File: src/sv/bts_pkg.sv
// shared types and constants for the bandwidth-throttled stall timer
// no dependencies; used by the channel interfaces and the core
`timescale 1ns / 1ps
`default_nettype none

package bts_pkg;

    // configuration port
    localparam int CFG_IDX_W  = 3;
    localparam int CFG_DATA_W = 32;

    // field widths
    localparam int BYTES_W    = 8;
    localparam int LIMIT_W    = 16;
    localparam int PEN_W      = 16;
    localparam int INTERVAL_W = 32;
    localparam int BASE_W     = 16;
    localparam int SRANGE_W   = 16;
    localparam int PRANGE_W   = 8;
    localparam int COUNT_W    = 32;
    localparam int RAND_W     = 31;
    localparam int STALL_W    = 18;
    localparam int RESULT_W   = 34;

    // bits moved per byte, as a shift
    localparam int BIT_SHIFT  = 3;

    // shared unit step counts
    localparam int MUL_STEPS  = 16;
    localparam int DIV_STEPS  = RAND_W;
    localparam int STEP_CNT_W = 5;

    // register reset values
    localparam logic [LIMIT_W-1:0]    RST_LIMIT    = 16'd8;
    localparam logic [PEN_W-1:0]      RST_PBASE    = 16'd2;
    localparam logic [INTERVAL_W-1:0] RST_INTERVAL = 32'd1000;
    localparam logic [BASE_W-1:0]     RST_BASE     = 16'd0;
    localparam logic [SRANGE_W-1:0]   RST_SRANGE   = 16'd0;
    localparam logic [PRANGE_W-1:0]   RST_PRANGE   = 8'd4;

    typedef enum logic [CFG_IDX_W-1:0] {
        CFG_BW_LIMIT      = 3'd0,
        CFG_PENALTY_BASE  = 3'd1,
        CFG_CHECK_INTERVAL= 3'd2,
        CFG_BASE_STALL    = 3'd3,
        CFG_STRESS_ENABLE = 3'd4,
        CFG_STRESS_RANGE  = 3'd5,
        CFG_PERTURB_RANGE = 3'd6,
        CFG_PERTURB_ALLOW = 3'd7
    } t_cfg_idx;

    typedef enum logic [3:0] {
        ST_IDLE,
        ST_BW_MUL,
        ST_BW_JUDGE,
        ST_STALL_BEGIN,
        ST_STRESS_DIV,
        ST_STRESS_APPLY,
        ST_PERT_BEGIN,
        ST_PERT_DIV,
        ST_PERT_APPLY,
        ST_SCALE_BEGIN,
        ST_SCALE_MUL,
        ST_SCALE_DONE,
        ST_OUT
    } t_state;

endpackage

`default_nettype wire

File: src/sv/bts_in_if.sv
// input channel: one memory access beat with valid/ready
// depends on bts_pkg for field widths
`timescale 1ns / 1ps
`default_nettype none

interface bts_in_if #(
    parameter int CYCLE_BITS = 48
) ();
    logic                          valid;
    logic                          ready;
    logic [bts_pkg::BYTES_W-1:0]   access_bytes;
    logic                          may_stall;
    logic [CYCLE_BITS-1:0]         cycle_now;
    logic                          fast_mode;
    logic [bts_pkg::RAND_W-1:0]    rand_stress;
    logic                          rand_sign;
    logic [bts_pkg::RAND_W-1:0]    rand_perturb;

    modport source (
        output valid, access_bytes, may_stall, cycle_now, fast_mode,
               rand_stress, rand_sign, rand_perturb,
        input  ready
    );
    modport sink (
        input  valid, access_bytes, may_stall, cycle_now, fast_mode,
               rand_stress, rand_sign, rand_perturb,
        output ready
    );
endinterface

`default_nettype wire

File: src/sv/bts_out_if.sv
// output channel: one stall result beat with valid/ready
// depends on bts_pkg for field widths
`timescale 1ns / 1ps
`default_nettype none

interface bts_out_if ();
    logic                          valid;
    logic                          ready;
    logic [bts_pkg::RESULT_W-1:0]  stall_cycles;
    logic                          throttled;
    logic [bts_pkg::COUNT_W-1:0]   penalty_events;

    modport source (
        output valid, stall_cycles, throttled, penalty_events,
        input  ready
    );
    modport sink (
        input  valid, stall_cycles, throttled, penalty_events,
        output ready
    );
endinterface

`default_nettype wire

File: src/sv/bandwidth_throttled_stall_timer_core.sv
// top level of the bandwidth-throttled stall timer
// depends on bts_pkg, bts_in_if and bts_out_if
`timescale 1ns / 1ps
`default_nettype none

// Takes one memory access beat at a time and returns one result beat with the
// stall to apply, whether the bandwidth penalty hit this access, and the running
// penalty count. Bytes are summed over a window; once the window is older than
// check_interval, elapsed*limit is compared with bytes*8 and either the penalty
// applies (and rises) or a new window opens. Multiplies and remainders run on
// one shared shift-add / shift-subtract unit: a 16-step multiply for the
// bandwidth check, a 31-step restoring remainder for the stress word, another
// for the perturb word, and a 16-step multiply to scale a throttled stall; the
// input is ready only while the sequencer is idle. The result sits in an output
// register, so the next access is taken while a result still waits.
// Configuration is written through a plain write port; the user must ensure it
// is only changed while the block is idle, as the block does not enforce this.

module bandwidth_throttled_stall_timer_core #(
    parameter int CYCLE_BITS      = 48,
    parameter int BYTE_COUNT_BITS = 32
) (
    input  logic                             i_clk,
    input  logic                             i_rst_n,
    input  logic                             i_cfg_wr_en,
    input  logic [bts_pkg::CFG_IDX_W-1:0]    i_cfg_addr,
    input  logic [bts_pkg::CFG_DATA_W-1:0]   i_cfg_wdata,
    bts_in_if.sink                           i_in,
    bts_out_if.source                        o_out
);

    // shared unit accumulator must hold elapsed * limit
    localparam int ACC_W = CYCLE_BITS + bts_pkg::LIMIT_W;
    localparam int WB8_W = BYTE_COUNT_BITS + bts_pkg::BIT_SHIFT;
    localparam int CMP_W = (ACC_W > WB8_W) ? ACC_W : WB8_W;

    // configuration registers
    logic [bts_pkg::LIMIT_W-1:0]    r_cfg_limit;
    logic [bts_pkg::PEN_W-1:0]      r_cfg_pbase;
    logic [bts_pkg::INTERVAL_W-1:0] r_cfg_interval;
    logic [bts_pkg::BASE_W-1:0]     r_cfg_base;
    logic                           r_cfg_senable;
    logic [bts_pkg::SRANGE_W-1:0]   r_cfg_srange;
    logic [bts_pkg::PRANGE_W-1:0]   r_cfg_prange;
    logic                           r_cfg_pallow;

    // throttle bookkeeping
    logic [CYCLE_BITS-1:0]          r_wstart;
    logic [BYTE_COUNT_BITS-1:0]     r_wb;
    logic [bts_pkg::PEN_W-1:0]      r_pen;
    logic [bts_pkg::COUNT_W-1:0]    r_pen_count;

    // sequencer
    bts_pkg::t_state                r_state;
    bts_pkg::t_state                n_state;

    // captured access
    logic [CYCLE_BITS-1:0]          r_now;
    logic                           r_may_stall;
    logic                           r_sign;
    logic [bts_pkg::RAND_W-1:0]     r_rand_stress;
    logic [bts_pkg::RAND_W-1:0]     r_rand_pert;

    // per-access working values
    logic                           r_thr;
    logic [bts_pkg::PEN_W-1:0]      r_factor;
    logic [bts_pkg::STALL_W-1:0]    r_stall;
    logic [bts_pkg::RESULT_W-1:0]   r_result;

    // shared unit
    logic [ACC_W-1:0]               r_acc;
    logic [CYCLE_BITS-1:0]          r_opa;
    logic [bts_pkg::RAND_W-1:0]     r_shf;
    logic [bts_pkg::STEP_CNT_W-1:0] r_cnt;

    // output register
    logic                           r_o_valid;
    logic [bts_pkg::RESULT_W-1:0]   r_o_stall;
    logic                           r_o_thr;
    logic [bts_pkg::COUNT_W-1:0]    r_o_events;

    logic                           in_fire;
    logic                           active;
    logic [BYTE_COUNT_BITS:0]       wb_sum;
    logic [BYTE_COUNT_BITS-1:0]     wb_sat;
    logic [CYCLE_BITS-1:0]          elapsed;
    logic                           window_due;
    logic [bts_pkg::PEN_W-1:0]      pen_eff;
    logic                           div_mode;
    logic                           iterating;
    logic [ACC_W-1:0]               u_t;
    logic [ACC_W-1:0]               u_y;
    logic [ACC_W:0]                 u_sum;
    logic [ACC_W-1:0]               u_next;
    logic                           over_limit;
    logic                           stress_on;
    logic                           pert_on;
    logic [bts_pkg::STALL_W-1:0]    s_val;
    logic [bts_pkg::STALL_W-1:0]    stress_stall;
    logic                           out_free;

    assign i_in.ready   = (r_state == bts_pkg::ST_IDLE);
    assign in_fire      = i_in.valid && i_in.ready;
    assign out_free     = !r_o_valid || o_out.ready;

    assign o_out.valid          = r_o_valid;
    assign o_out.stall_cycles   = r_o_stall;
    assign o_out.throttled      = r_o_thr;
    assign o_out.penalty_events = r_o_events;

    // window update at acceptance
    assign active  = (r_cfg_limit != '0) && !i_in.fast_mode;
    assign wb_sum  = {1'b0, r_wb} + (BYTE_COUNT_BITS + 1)'(i_in.access_bytes);
    assign wb_sat  = wb_sum[BYTE_COUNT_BITS] ? '1 : wb_sum[BYTE_COUNT_BITS-1:0];
    assign elapsed = i_in.cycle_now - r_wstart;
    assign window_due = active && (elapsed > CYCLE_BITS'(r_cfg_interval));
    assign pen_eff = (r_pen == '0) ? r_cfg_pbase : r_pen;

    // shared shift-add / shift-subtract step, msb first
    assign div_mode  = (r_state == bts_pkg::ST_STRESS_DIV) ||
                       (r_state == bts_pkg::ST_PERT_DIV);
    assign iterating = div_mode || (r_state == bts_pkg::ST_BW_MUL) ||
                       (r_state == bts_pkg::ST_SCALE_MUL);
    assign u_t   = {r_acc[ACC_W-2:0], div_mode & r_shf[bts_pkg::RAND_W-1]};
    assign u_y   = (div_mode || r_shf[bts_pkg::RAND_W-1]) ? ACC_W'(r_opa) : '0;
    assign u_sum = div_mode ? ({1'b0, u_t} - {1'b0, u_y}) : ({1'b0, u_t} + {1'b0, u_y});
    // on a borrow the trial subtract is dropped
    assign u_next = (div_mode && u_sum[ACC_W]) ? u_t : u_sum[ACC_W-1:0];

    // traffic reached the allowance: elapsed*limit <= bytes*8
    assign over_limit = CMP_W'(r_acc) <= CMP_W'({r_wb, 3'b000});

    assign stress_on = r_cfg_pallow && r_cfg_senable && (r_cfg_srange != '0);
    assign pert_on   = r_cfg_pallow && (r_cfg_prange != '0);

    // stress remainder is below stress_range+1, so it fits the 17-bit slice taken here
    assign s_val = bts_pkg::STALL_W'(r_acc[bts_pkg::SRANGE_W:0]);
    always_comb begin
        if (r_cfg_srange > r_cfg_base) begin
            stress_stall = s_val;
        end else if (r_sign) begin
            stress_stall = r_stall - s_val;
        end else begin
            stress_stall = r_stall + s_val;
        end
    end

    // next state
    always_comb begin
        n_state = r_state;
        case (r_state)
            bts_pkg::ST_IDLE: begin
                if (in_fire) begin
                    n_state = window_due ? bts_pkg::ST_BW_MUL : bts_pkg::ST_STALL_BEGIN;
                end
            end
            bts_pkg::ST_BW_MUL: begin
                if (r_cnt == '0) n_state = bts_pkg::ST_BW_JUDGE;
            end
            bts_pkg::ST_BW_JUDGE: begin
                n_state = bts_pkg::ST_STALL_BEGIN;
            end
            bts_pkg::ST_STALL_BEGIN: begin
                if (!r_may_stall) begin
                    n_state = bts_pkg::ST_OUT;
                end else if (stress_on) begin
                    n_state = bts_pkg::ST_STRESS_DIV;
                end else begin
                    n_state = bts_pkg::ST_PERT_BEGIN;
                end
            end
            bts_pkg::ST_STRESS_DIV: begin
                if (r_cnt == '0) n_state = bts_pkg::ST_STRESS_APPLY;
            end
            bts_pkg::ST_STRESS_APPLY: begin
                n_state = bts_pkg::ST_PERT_BEGIN;
            end
            bts_pkg::ST_PERT_BEGIN: begin
                n_state = pert_on ? bts_pkg::ST_PERT_DIV : bts_pkg::ST_SCALE_BEGIN;
            end
            bts_pkg::ST_PERT_DIV: begin
                if (r_cnt == '0) n_state = bts_pkg::ST_PERT_APPLY;
            end
            bts_pkg::ST_PERT_APPLY: begin
                n_state = bts_pkg::ST_SCALE_BEGIN;
            end
            bts_pkg::ST_SCALE_BEGIN: begin
                n_state = r_thr ? bts_pkg::ST_SCALE_MUL : bts_pkg::ST_OUT;
            end
            bts_pkg::ST_SCALE_MUL: begin
                if (r_cnt == '0) n_state = bts_pkg::ST_SCALE_DONE;
            end
            bts_pkg::ST_SCALE_DONE: begin
                n_state = bts_pkg::ST_OUT;
            end
            bts_pkg::ST_OUT: begin
                if (out_free) n_state = bts_pkg::ST_IDLE;
            end
            default: begin
                n_state = bts_pkg::ST_IDLE;
            end
        endcase
    end

    always_ff @(posedge i_clk) begin
        if (!i_rst_n) begin
            r_state <= bts_pkg::ST_IDLE;
        end else begin
            r_state <= n_state;
        end
    end

    // configuration writes
    always_ff @(posedge i_clk) begin
        if (!i_rst_n) begin
            r_cfg_limit    <= bts_pkg::RST_LIMIT;
            r_cfg_pbase    <= bts_pkg::RST_PBASE;
            r_cfg_interval <= bts_pkg::RST_INTERVAL;
            r_cfg_base     <= bts_pkg::RST_BASE;
            r_cfg_senable  <= 1'b0;
            r_cfg_srange   <= bts_pkg::RST_SRANGE;
            r_cfg_prange   <= bts_pkg::RST_PRANGE;
            r_cfg_pallow   <= 1'b0;
        end else if (i_cfg_wr_en) begin
            case (i_cfg_addr)
                bts_pkg::CFG_BW_LIMIT:       r_cfg_limit    <= i_cfg_wdata[bts_pkg::LIMIT_W-1:0];
                bts_pkg::CFG_PENALTY_BASE:   r_cfg_pbase    <= i_cfg_wdata[bts_pkg::PEN_W-1:0];
                bts_pkg::CFG_CHECK_INTERVAL: r_cfg_interval <= i_cfg_wdata;
                bts_pkg::CFG_BASE_STALL:     r_cfg_base     <= i_cfg_wdata[bts_pkg::BASE_W-1:0];
                bts_pkg::CFG_STRESS_ENABLE:  r_cfg_senable  <= i_cfg_wdata[0];
                bts_pkg::CFG_STRESS_RANGE:   r_cfg_srange   <= i_cfg_wdata[bts_pkg::SRANGE_W-1:0];
                bts_pkg::CFG_PERTURB_RANGE:  r_cfg_prange   <= i_cfg_wdata[bts_pkg::PRANGE_W-1:0];
                bts_pkg::CFG_PERTURB_ALLOW:  r_cfg_pallow   <= i_cfg_wdata[0];
                default: begin
                end
            endcase
        end
    end

    // throttle bookkeeping, penalty flag and output handshake
    always_ff @(posedge i_clk) begin
        if (!i_rst_n) begin
            r_wstart    <= '0;
            r_wb        <= '0;
            r_pen       <= '0;
            r_pen_count <= '0;
            r_thr       <= 1'b0;
            r_o_valid   <= 1'b0;
        end else begin
            if (r_state == bts_pkg::ST_OUT && out_free) begin
                r_o_valid <= 1'b1;
            end else if (o_out.ready) begin
                r_o_valid <= 1'b0;
            end
            case (r_state)
                bts_pkg::ST_IDLE: begin
                    if (in_fire) begin
                        r_pen <= pen_eff;
                        r_thr <= 1'b0;
                        if (active) r_wb <= wb_sat;
                    end
                end
                bts_pkg::ST_BW_JUDGE: begin
                    if (over_limit) begin
                        r_thr <= 1'b1;
                        if (r_pen_count != '1) r_pen_count <= r_pen_count + 1'b1;
                        if (r_pen != '1) r_pen <= r_pen + 1'b1;
                    end else begin
                        r_wstart <= r_now;
                        r_wb     <= '0;
                        r_pen    <= r_cfg_pbase;
                    end
                end
                default: begin
                end
            endcase
        end
    end

    // datapath and shared unit
    always_ff @(posedge i_clk) begin
        if (iterating) begin
            r_acc <= u_next;
            r_shf <= {r_shf[bts_pkg::RAND_W-2:0], 1'b0};
            r_cnt <= r_cnt - 1'b1;
        end
        case (r_state)
            bts_pkg::ST_IDLE: begin
                if (in_fire) begin
                    r_now         <= i_in.cycle_now;
                    r_may_stall   <= i_in.may_stall;
                    r_sign        <= i_in.rand_sign;
                    r_rand_stress <= i_in.rand_stress;
                    r_rand_pert   <= i_in.rand_perturb;
                    // multiplier loads msb first
                    r_acc <= '0;
                    r_opa <= elapsed;
                    r_shf <= {r_cfg_limit, (bts_pkg::RAND_W - bts_pkg::LIMIT_W)'(0)};
                    r_cnt <= bts_pkg::STEP_CNT_W'(bts_pkg::MUL_STEPS - 1);
                end
            end
            bts_pkg::ST_BW_JUDGE: begin
                r_factor <= r_pen;
            end
            bts_pkg::ST_STALL_BEGIN: begin
                r_stall  <= bts_pkg::STALL_W'(r_cfg_base);
                r_result <= '0;
                r_acc    <= '0;
                r_opa    <= CYCLE_BITS'(r_cfg_srange) + 1'b1;
                r_shf    <= r_rand_stress;
                r_cnt    <= bts_pkg::STEP_CNT_W'(bts_pkg::DIV_STEPS - 1);
            end
            bts_pkg::ST_STRESS_APPLY: begin
                r_stall <= stress_stall;
            end
            bts_pkg::ST_PERT_BEGIN: begin
                r_acc <= '0;
                r_opa <= CYCLE_BITS'(r_cfg_prange) + 1'b1;
                r_shf <= r_rand_pert;
                r_cnt <= bts_pkg::STEP_CNT_W'(bts_pkg::DIV_STEPS - 1);
            end
            bts_pkg::ST_PERT_APPLY: begin
                r_stall <= r_stall + bts_pkg::STALL_W'(r_acc[bts_pkg::PRANGE_W:0]);
            end
            bts_pkg::ST_SCALE_BEGIN: begin
                r_result <= bts_pkg::RESULT_W'(r_stall);
                r_acc    <= '0;
                r_opa    <= CYCLE_BITS'(r_stall);
                r_shf    <= {r_factor, (bts_pkg::RAND_W - bts_pkg::PEN_W)'(0)};
                r_cnt    <= bts_pkg::STEP_CNT_W'(bts_pkg::MUL_STEPS - 1);
            end
            bts_pkg::ST_SCALE_DONE: begin
                r_result <= r_acc[bts_pkg::RESULT_W-1:0];
            end
            bts_pkg::ST_OUT: begin
                if (out_free) begin
                    r_o_stall  <= r_result;
                    r_o_thr    <= r_thr;
                    r_o_events <= r_pen_count;
                end
            end
            default: begin
            end
        endcase
    end

    // a throttled result always carries a nonzero penalty count
    a_thr_count: assert property (@(posedge i_clk) disable iff (!i_rst_n)
        (r_o_valid && r_o_thr) |-> (r_o_events != '0))
        else $error("throttled beat with zero penalty count");

    // an accepted beat always starts the sequencer
    a_accept_busy: assert property (@(posedge i_clk) disable iff (!i_rst_n)
        in_fire |=> (r_state != bts_pkg::ST_IDLE))
        else $error("sequencer stayed idle after accept");

    // penalty count never falls outside reset
    a_count_mono: assert property (@(posedge i_clk)
        (i_rst_n && $past(i_rst_n)) |-> (r_pen_count >= $past(r_pen_count)))
        else $error("penalty count decreased");

    // penalty count only moves in the judge step
    a_count_judge: assert property (@(posedge i_clk)
        (i_rst_n && $past(i_rst_n) && (r_pen_count != $past(r_pen_count)))
        |-> ($past(r_state) == bts_pkg::ST_BW_JUDGE))
        else $error("penalty count changed outside judge");

    // an unstallable access leaves the stall path with zero
    a_nostall_zero: assert property (@(posedge i_clk) disable iff (!i_rst_n)
        (r_state == bts_pkg::ST_STALL_BEGIN && !r_may_stall) |=> (r_result == '0))
        else $error("unstallable access has nonzero stall");

endmodule

`default_nettype wire
File: src/flat_wrapper.sv
// flat-port wrapper written by rule: the top's interface ports become plain ports
module bandwidth_throttled_stall_timer_core_flat 
#(
    parameter int CYCLE_BITS      = 48,
    parameter int BYTE_COUNT_BITS = 32
)
  (i_clk, i_rst_n, i_cfg_wr_en, i_cfg_addr, i_cfg_wdata, i_in_valid, i_in_access_bytes, i_in_may_stall, i_in_cycle_now, i_in_fast_mode, i_in_rand_stress, i_in_rand_sign, i_in_rand_perturb, i_in_ready, o_out_valid, o_out_stall_cycles, o_out_throttled, o_out_penalty_events, o_out_ready);
  bts_in_if #(.CYCLE_BITS(CYCLE_BITS)) i_in_i ();
  bts_out_if o_out_i ();
  input  logic i_clk;
  input  logic i_rst_n;
  input  logic i_cfg_wr_en;
  input  logic [bts_pkg::CFG_IDX_W-1:0] i_cfg_addr;
  input  logic [bts_pkg::CFG_DATA_W-1:0] i_cfg_wdata;
  input wire logic [$bits(i_in_i.valid)-1:0] i_in_valid;
  input wire logic [$bits(i_in_i.access_bytes)-1:0] i_in_access_bytes;
  input wire logic [$bits(i_in_i.may_stall)-1:0] i_in_may_stall;
  input wire logic [$bits(i_in_i.cycle_now)-1:0] i_in_cycle_now;
  input wire logic [$bits(i_in_i.fast_mode)-1:0] i_in_fast_mode;
  input wire logic [$bits(i_in_i.rand_stress)-1:0] i_in_rand_stress;
  input wire logic [$bits(i_in_i.rand_sign)-1:0] i_in_rand_sign;
  input wire logic [$bits(i_in_i.rand_perturb)-1:0] i_in_rand_perturb;
  output wire logic [$bits(i_in_i.ready)-1:0] i_in_ready;
  output wire logic [$bits(o_out_i.valid)-1:0] o_out_valid;
  output wire logic [$bits(o_out_i.stall_cycles)-1:0] o_out_stall_cycles;
  output wire logic [$bits(o_out_i.throttled)-1:0] o_out_throttled;
  output wire logic [$bits(o_out_i.penalty_events)-1:0] o_out_penalty_events;
  input wire logic [$bits(o_out_i.ready)-1:0] o_out_ready;
  assign i_in_i.valid = i_in_valid;
  assign i_in_i.access_bytes = i_in_access_bytes;
  assign i_in_i.may_stall = i_in_may_stall;
  assign i_in_i.cycle_now = i_in_cycle_now;
  assign i_in_i.fast_mode = i_in_fast_mode;
  assign i_in_i.rand_stress = i_in_rand_stress;
  assign i_in_i.rand_sign = i_in_rand_sign;
  assign i_in_i.rand_perturb = i_in_rand_perturb;
  assign i_in_ready = i_in_i.ready;
  assign o_out_valid = o_out_i.valid;
  assign o_out_stall_cycles = o_out_i.stall_cycles;
  assign o_out_throttled = o_out_i.throttled;
  assign o_out_penalty_events = o_out_i.penalty_events;
  assign o_out_i.ready = o_out_ready;
  bandwidth_throttled_stall_timer_core #(.CYCLE_BITS(CYCLE_BITS), .BYTE_COUNT_BITS(BYTE_COUNT_BITS)) u_core (.i_clk(i_clk), .i_rst_n(i_rst_n), .i_cfg_wr_en(i_cfg_wr_en), .i_cfg_addr(i_cfg_addr), .i_cfg_wdata(i_cfg_wdata), .i_in(i_in_i), .o_out(o_out_i));
endmodule
File: config.mk
export PLATFORM = sky130hd
export DESIGN_NAME = bandwidth_throttled_stall_timer_core_flat
export DESIGN_NICKNAME = d
export VERILOG_FILES = /design/src/sv/bts_pkg.sv /design/src/sv/bts_in_if.sv /design/src/sv/bts_out_if.sv /design/src/sv/bandwidth_throttled_stall_timer_core.sv /design/src/flat_wrapper.sv
export SDC_FILE = /design/constraint.sdc
export NUM_CORES = 2
export LEC_CHECK = 0
export ABC_AREA = 0
export BUFFER_PORTS_ARGS = -buffer_cell sky130_fd_sc_hd__buf_2
export CORE_MARGIN = 10
export CORE_UTILIZATION = 60
export DETAILED_ROUTE_END_ITERATION = 16
export PLACE_DENSITY = 0.76
export SYNTH_ARGS = -nofsm -noshare
export SYNTH_HDL_FRONTEND = slang
export SYNTH_SLANG_ARGS = --single-unit
File: constraint.sdc
create_clock -name i_clk -period 8.14 [get_ports i_clk]
set_input_delay 0.814 -clock i_clk [delete_from_list [all_inputs] [get_ports i_clk]]
set_output_delay 0.814 -clock i_clk [all_outputs]
set_load 0.01 [all_outputs]
==> summary.md <==
| Metric | Value |
|---|---|
| Status | finished, final reports clean |
| Initial Utilization | 0.6072 |
| Vias in the first global route | 31280 |
| CTS H-Tree Depth | 3 |
| Row count | 91 |
| Logic depth of the worst register-to-register path | 26 |
| Synth-to-Final Area Change | 11.15% |
| Grt met3 use | 0.05576 |
| Post-CTS setup buffers | 0 |
| Hold buffers post-CTS | 0 |
| Yosys warns | 0 |
| DRT Pass-1 Iters | 7 |
| Die Y | 270.1 µm |
| #FFs+latches synth | 635 |
| Clock Pin Slew Worst Setup and Hold Paths | 60 ps |
| CP max stage cell | or4b_2 |
| Hold endpoint | u_core.r_rand_pert[0] |
| Peak supply drop | 0.0002324 V |
| Dominant cell type by area after synthesis | edfxtp_1 |
| Setup WS post-layout | 713.5 ps |
| Most frequent cell after synthesis | nand2_1 |
| Reg2reg start | u_core.r_state[1] |
| Unrepaired setup endpoints after global routing | no |
| WHS | 340.4 ps |
| Share of cells above drive strength 1 | 0.09792 |
| CTS buffer count | 71 |
| CTS tree | yes |
| Placement Setup Slack | approximately 810 ps |
| Buf+Inv Stages, Crit Path | 4 |
| Fraction of registers with async set/reset | 0 |
| Final Cycle Share | 0.9123 |
| Post-Route WL | 111100 µm |
| DRT iter0 DRCs | 3751 |
| Die extent in x | roughly 270 µm |
| Syn avg cell area | approximately 8.7 µm² |
| Most area-consuming cells after synthesis | edfxtp_1 24%, dfxtp_1 18%, ha_1 7.9% |
| Final instance area | between 40000 and 50000 µm² |
| Core area | 61830 µm² |
| CP endpoint kind | register |
| Die area | 72970 µm² |
| Met2 Track Usage GR | 0.4582 |
| Top_reg_cell synth | dfxtp_1 |
| Drt drc | 0 |
| PostCTS Resize Cnt | 0 |
| Largest delay share family, worst path | simple AND/OR/NAND/NOR gates |
| Max clock buf depth | 3 |
| Top Ports | 230 |
| Rel. slew slack | 0.1115 |
| Setup TNS Final | 0 ps |
| Total number of vias | 33720 |
| IO Port Bufs | 229 |
| Max Clk Rate | between 0.1 and 0.15 GHz |
| Fin Clk Skew | 33.24 ps |
| Worst hold start | i_in_rand_perturb[0] |
| Unique masters post-synth | 86 |
| Static Leak | 0.01607 µW |
| Final Setup Violations | 0 |
| Max FO, Critical Path | 48 |
| CTS Root Cell | clkbuf_16 |
| Post-synth top cells | 600 x nand2_1, 524 x a21oi_1, 340 x dfxtp_1 |
| Initial antenna violation count | 2 |
| Wire length per cell | around 21 µm |
| Fin crit period | 7426 ps |
| Fin nets | 4816 |
| Largest net degree at the start of global routing | 158 |
| CP max stage delay | 650 ps |
| Post-Synthesis Cells | around 4300 |
| GRT busiest layer | met2 |
| GRT overflow | 0 |
| Final Hold Viols | 0 |
| Global-route wire length before repair | 174300 µm |
| Final Util | 0.6749 |
| Worst Tran Pin Value | 1328 ps |
| Startpoint types | register |
| Syn Nets | between 4000 and 5000 |
| Critical path class | register to register |
| Crit path DAT | between 7000 and 8000 ps |
| CTS sink count | around 640 |
| Hpwl dp | 78460 µm |
| Worst R2R End | u_core.r_acc[5] |
| PwrDens | 430.7 nW/µm² |
| Post-synth EDFFs | 295 |
| Req. time, crit path | 8690 ps |
| Routed Antenna Nets | 0 |
| Max Slew Vio Count | 0 |
| Via density per instance | about 6.3 |
| Worst-Skew Late Latency | 640 ps |
| Share of the synthesized area in the top cell type | 0.2360 |
| Final Wtd Congestion | approximately 0.94 |
| Seq/Total Area, Yosys | 0.4173 |
| R2R Setup Slk | 710 ps |
| Total Routing Usage GR | 0.2925 |
| Cell Area, Placed | 39210 µm² |
| GRT met1 Usage | 0.4086 |
| Hold crit path type | input port to register |
| Max-cap violations | 0 |
| Hold path cells | 1 |
| Mapped cell area | 37540 µm² |
metal layers:
layer  part of all wire  routed length (µm)
met5                  0                   0
met1               0.43               47970
met4              0.024                2715
met3              0.097               10790
met2               0.45               49590
worst reg2reg max path: stages, from the launching register on:
cell and delay, ps:
dfxtp_1 640, nor2b_1 170, or4b_2 650, nand2_1 100, buf_4 220, nand2_1 110
ha_1 180, buf_4 190, o21ai_0 220, nor2_1 220, and2_0 280, a211oi_1 210
a31o_2 130, a21oi_1 50, ha_1 400, nand2_1 90, or4_1 540, or4_1 550
o21ai_2 190, o211a_4 230, o211ai_4 100, a2111oi_4 360, buf_4 260, or2_2 370
buf_12 330, mux2_1 430, a21oi_1 130
metrics by stage:
stage                     std cells  total power (µW)
after floorplan                4309             11890
after global placement         5178             14180
after detailed placement       5178             14310
after CTS                      5310             17760
after global routing           5312             19230
final                          5312             17970
power breakdown:
| group | internal [µW] | switching, µW | total [µW] |
|---|---|---|---|
| sequential | 4150 | 695 | 4840 |
| clock | 1980 | 1420 | 3400 |
| combinational | 3630 | 6100 | 9730 |
layout make-up:
cell class | instances | area, µm²
tap | 837 | 1047
clock buffer | 98 | 2028
sequential | 635 | 15670
timing repair buffer | 265 | 1441
multi-input combinational | 3238 | 20280
inverter | 203 | 769.5
antenna | 2 | 5.005
clock inverter | 34 | 488.0
fill | 5086 | 20100
how the worst max path moves through the flow:
stage                            from               end  slack (ps)  cells past startpoint
global route        u_core.r_state[1]   u_core.r_acc[5]         320                     26
CTS                 u_core.r_state[1]  u_core.r_acc[23]         770                     26
global placement    u_core.r_state[1]   u_core.r_acc[5]        1000                     26
detailed placement  u_core.r_state[1]   u_core.r_acc[5]         810                     26
floorplan           u_core.r_state[2]   u_core.r_acc[5]        2130                     25
finish              u_core.r_state[1]   u_core.r_acc[5]         710                     26
cell families after synthesis:
logic type | Yosys count | synth area share
xor+xnor | 170 | 0.03966
buf+inv | 436 | 0.04513
simple gates | 1371 | 0.1711
compound gates | 1375 | 0.2238
fa+ha+maj | 241 | 0.08132
flops | 635 | 0.4173
mux | 81 | 0.02176
sequential cells by signal, indices dropped and copies added, names as in the netlist, 18 cells and up:
register and flops:
u_core.r_acc 64, u_core.r_now 48, u_core.r_opa 48, u_core.r_wstart 48, u_core.o_out.stall_cycles 34, u_core.r_result 34
u_core.o_out.penalty_events 32, u_core.r_cfg_interval 32, u_core.r_pen_count 32, u_core.r_wb 32, u_core.r_rand_pert 31, u_core.r_rand_stress 31
u_core.r_shf 31, u_core.r_stall 18
cell usage in the layout (no fill, tap or decap), types with 71 or more instances in the layout:
cell type	n
inv_1	200
mux2i_1	76
a21oi_1	523
nor2_1	212
nand2_1	599
dfxtp_1	339
buf_2	229
edfxtp_1	295
nand3_1	103
o21ai_0	328
nand4_1	71
clkbuf_16	71
a21o_1	103
ha_1	236
xnor2_1	103
Note: power is estimated with default switching activity, not from simulation.
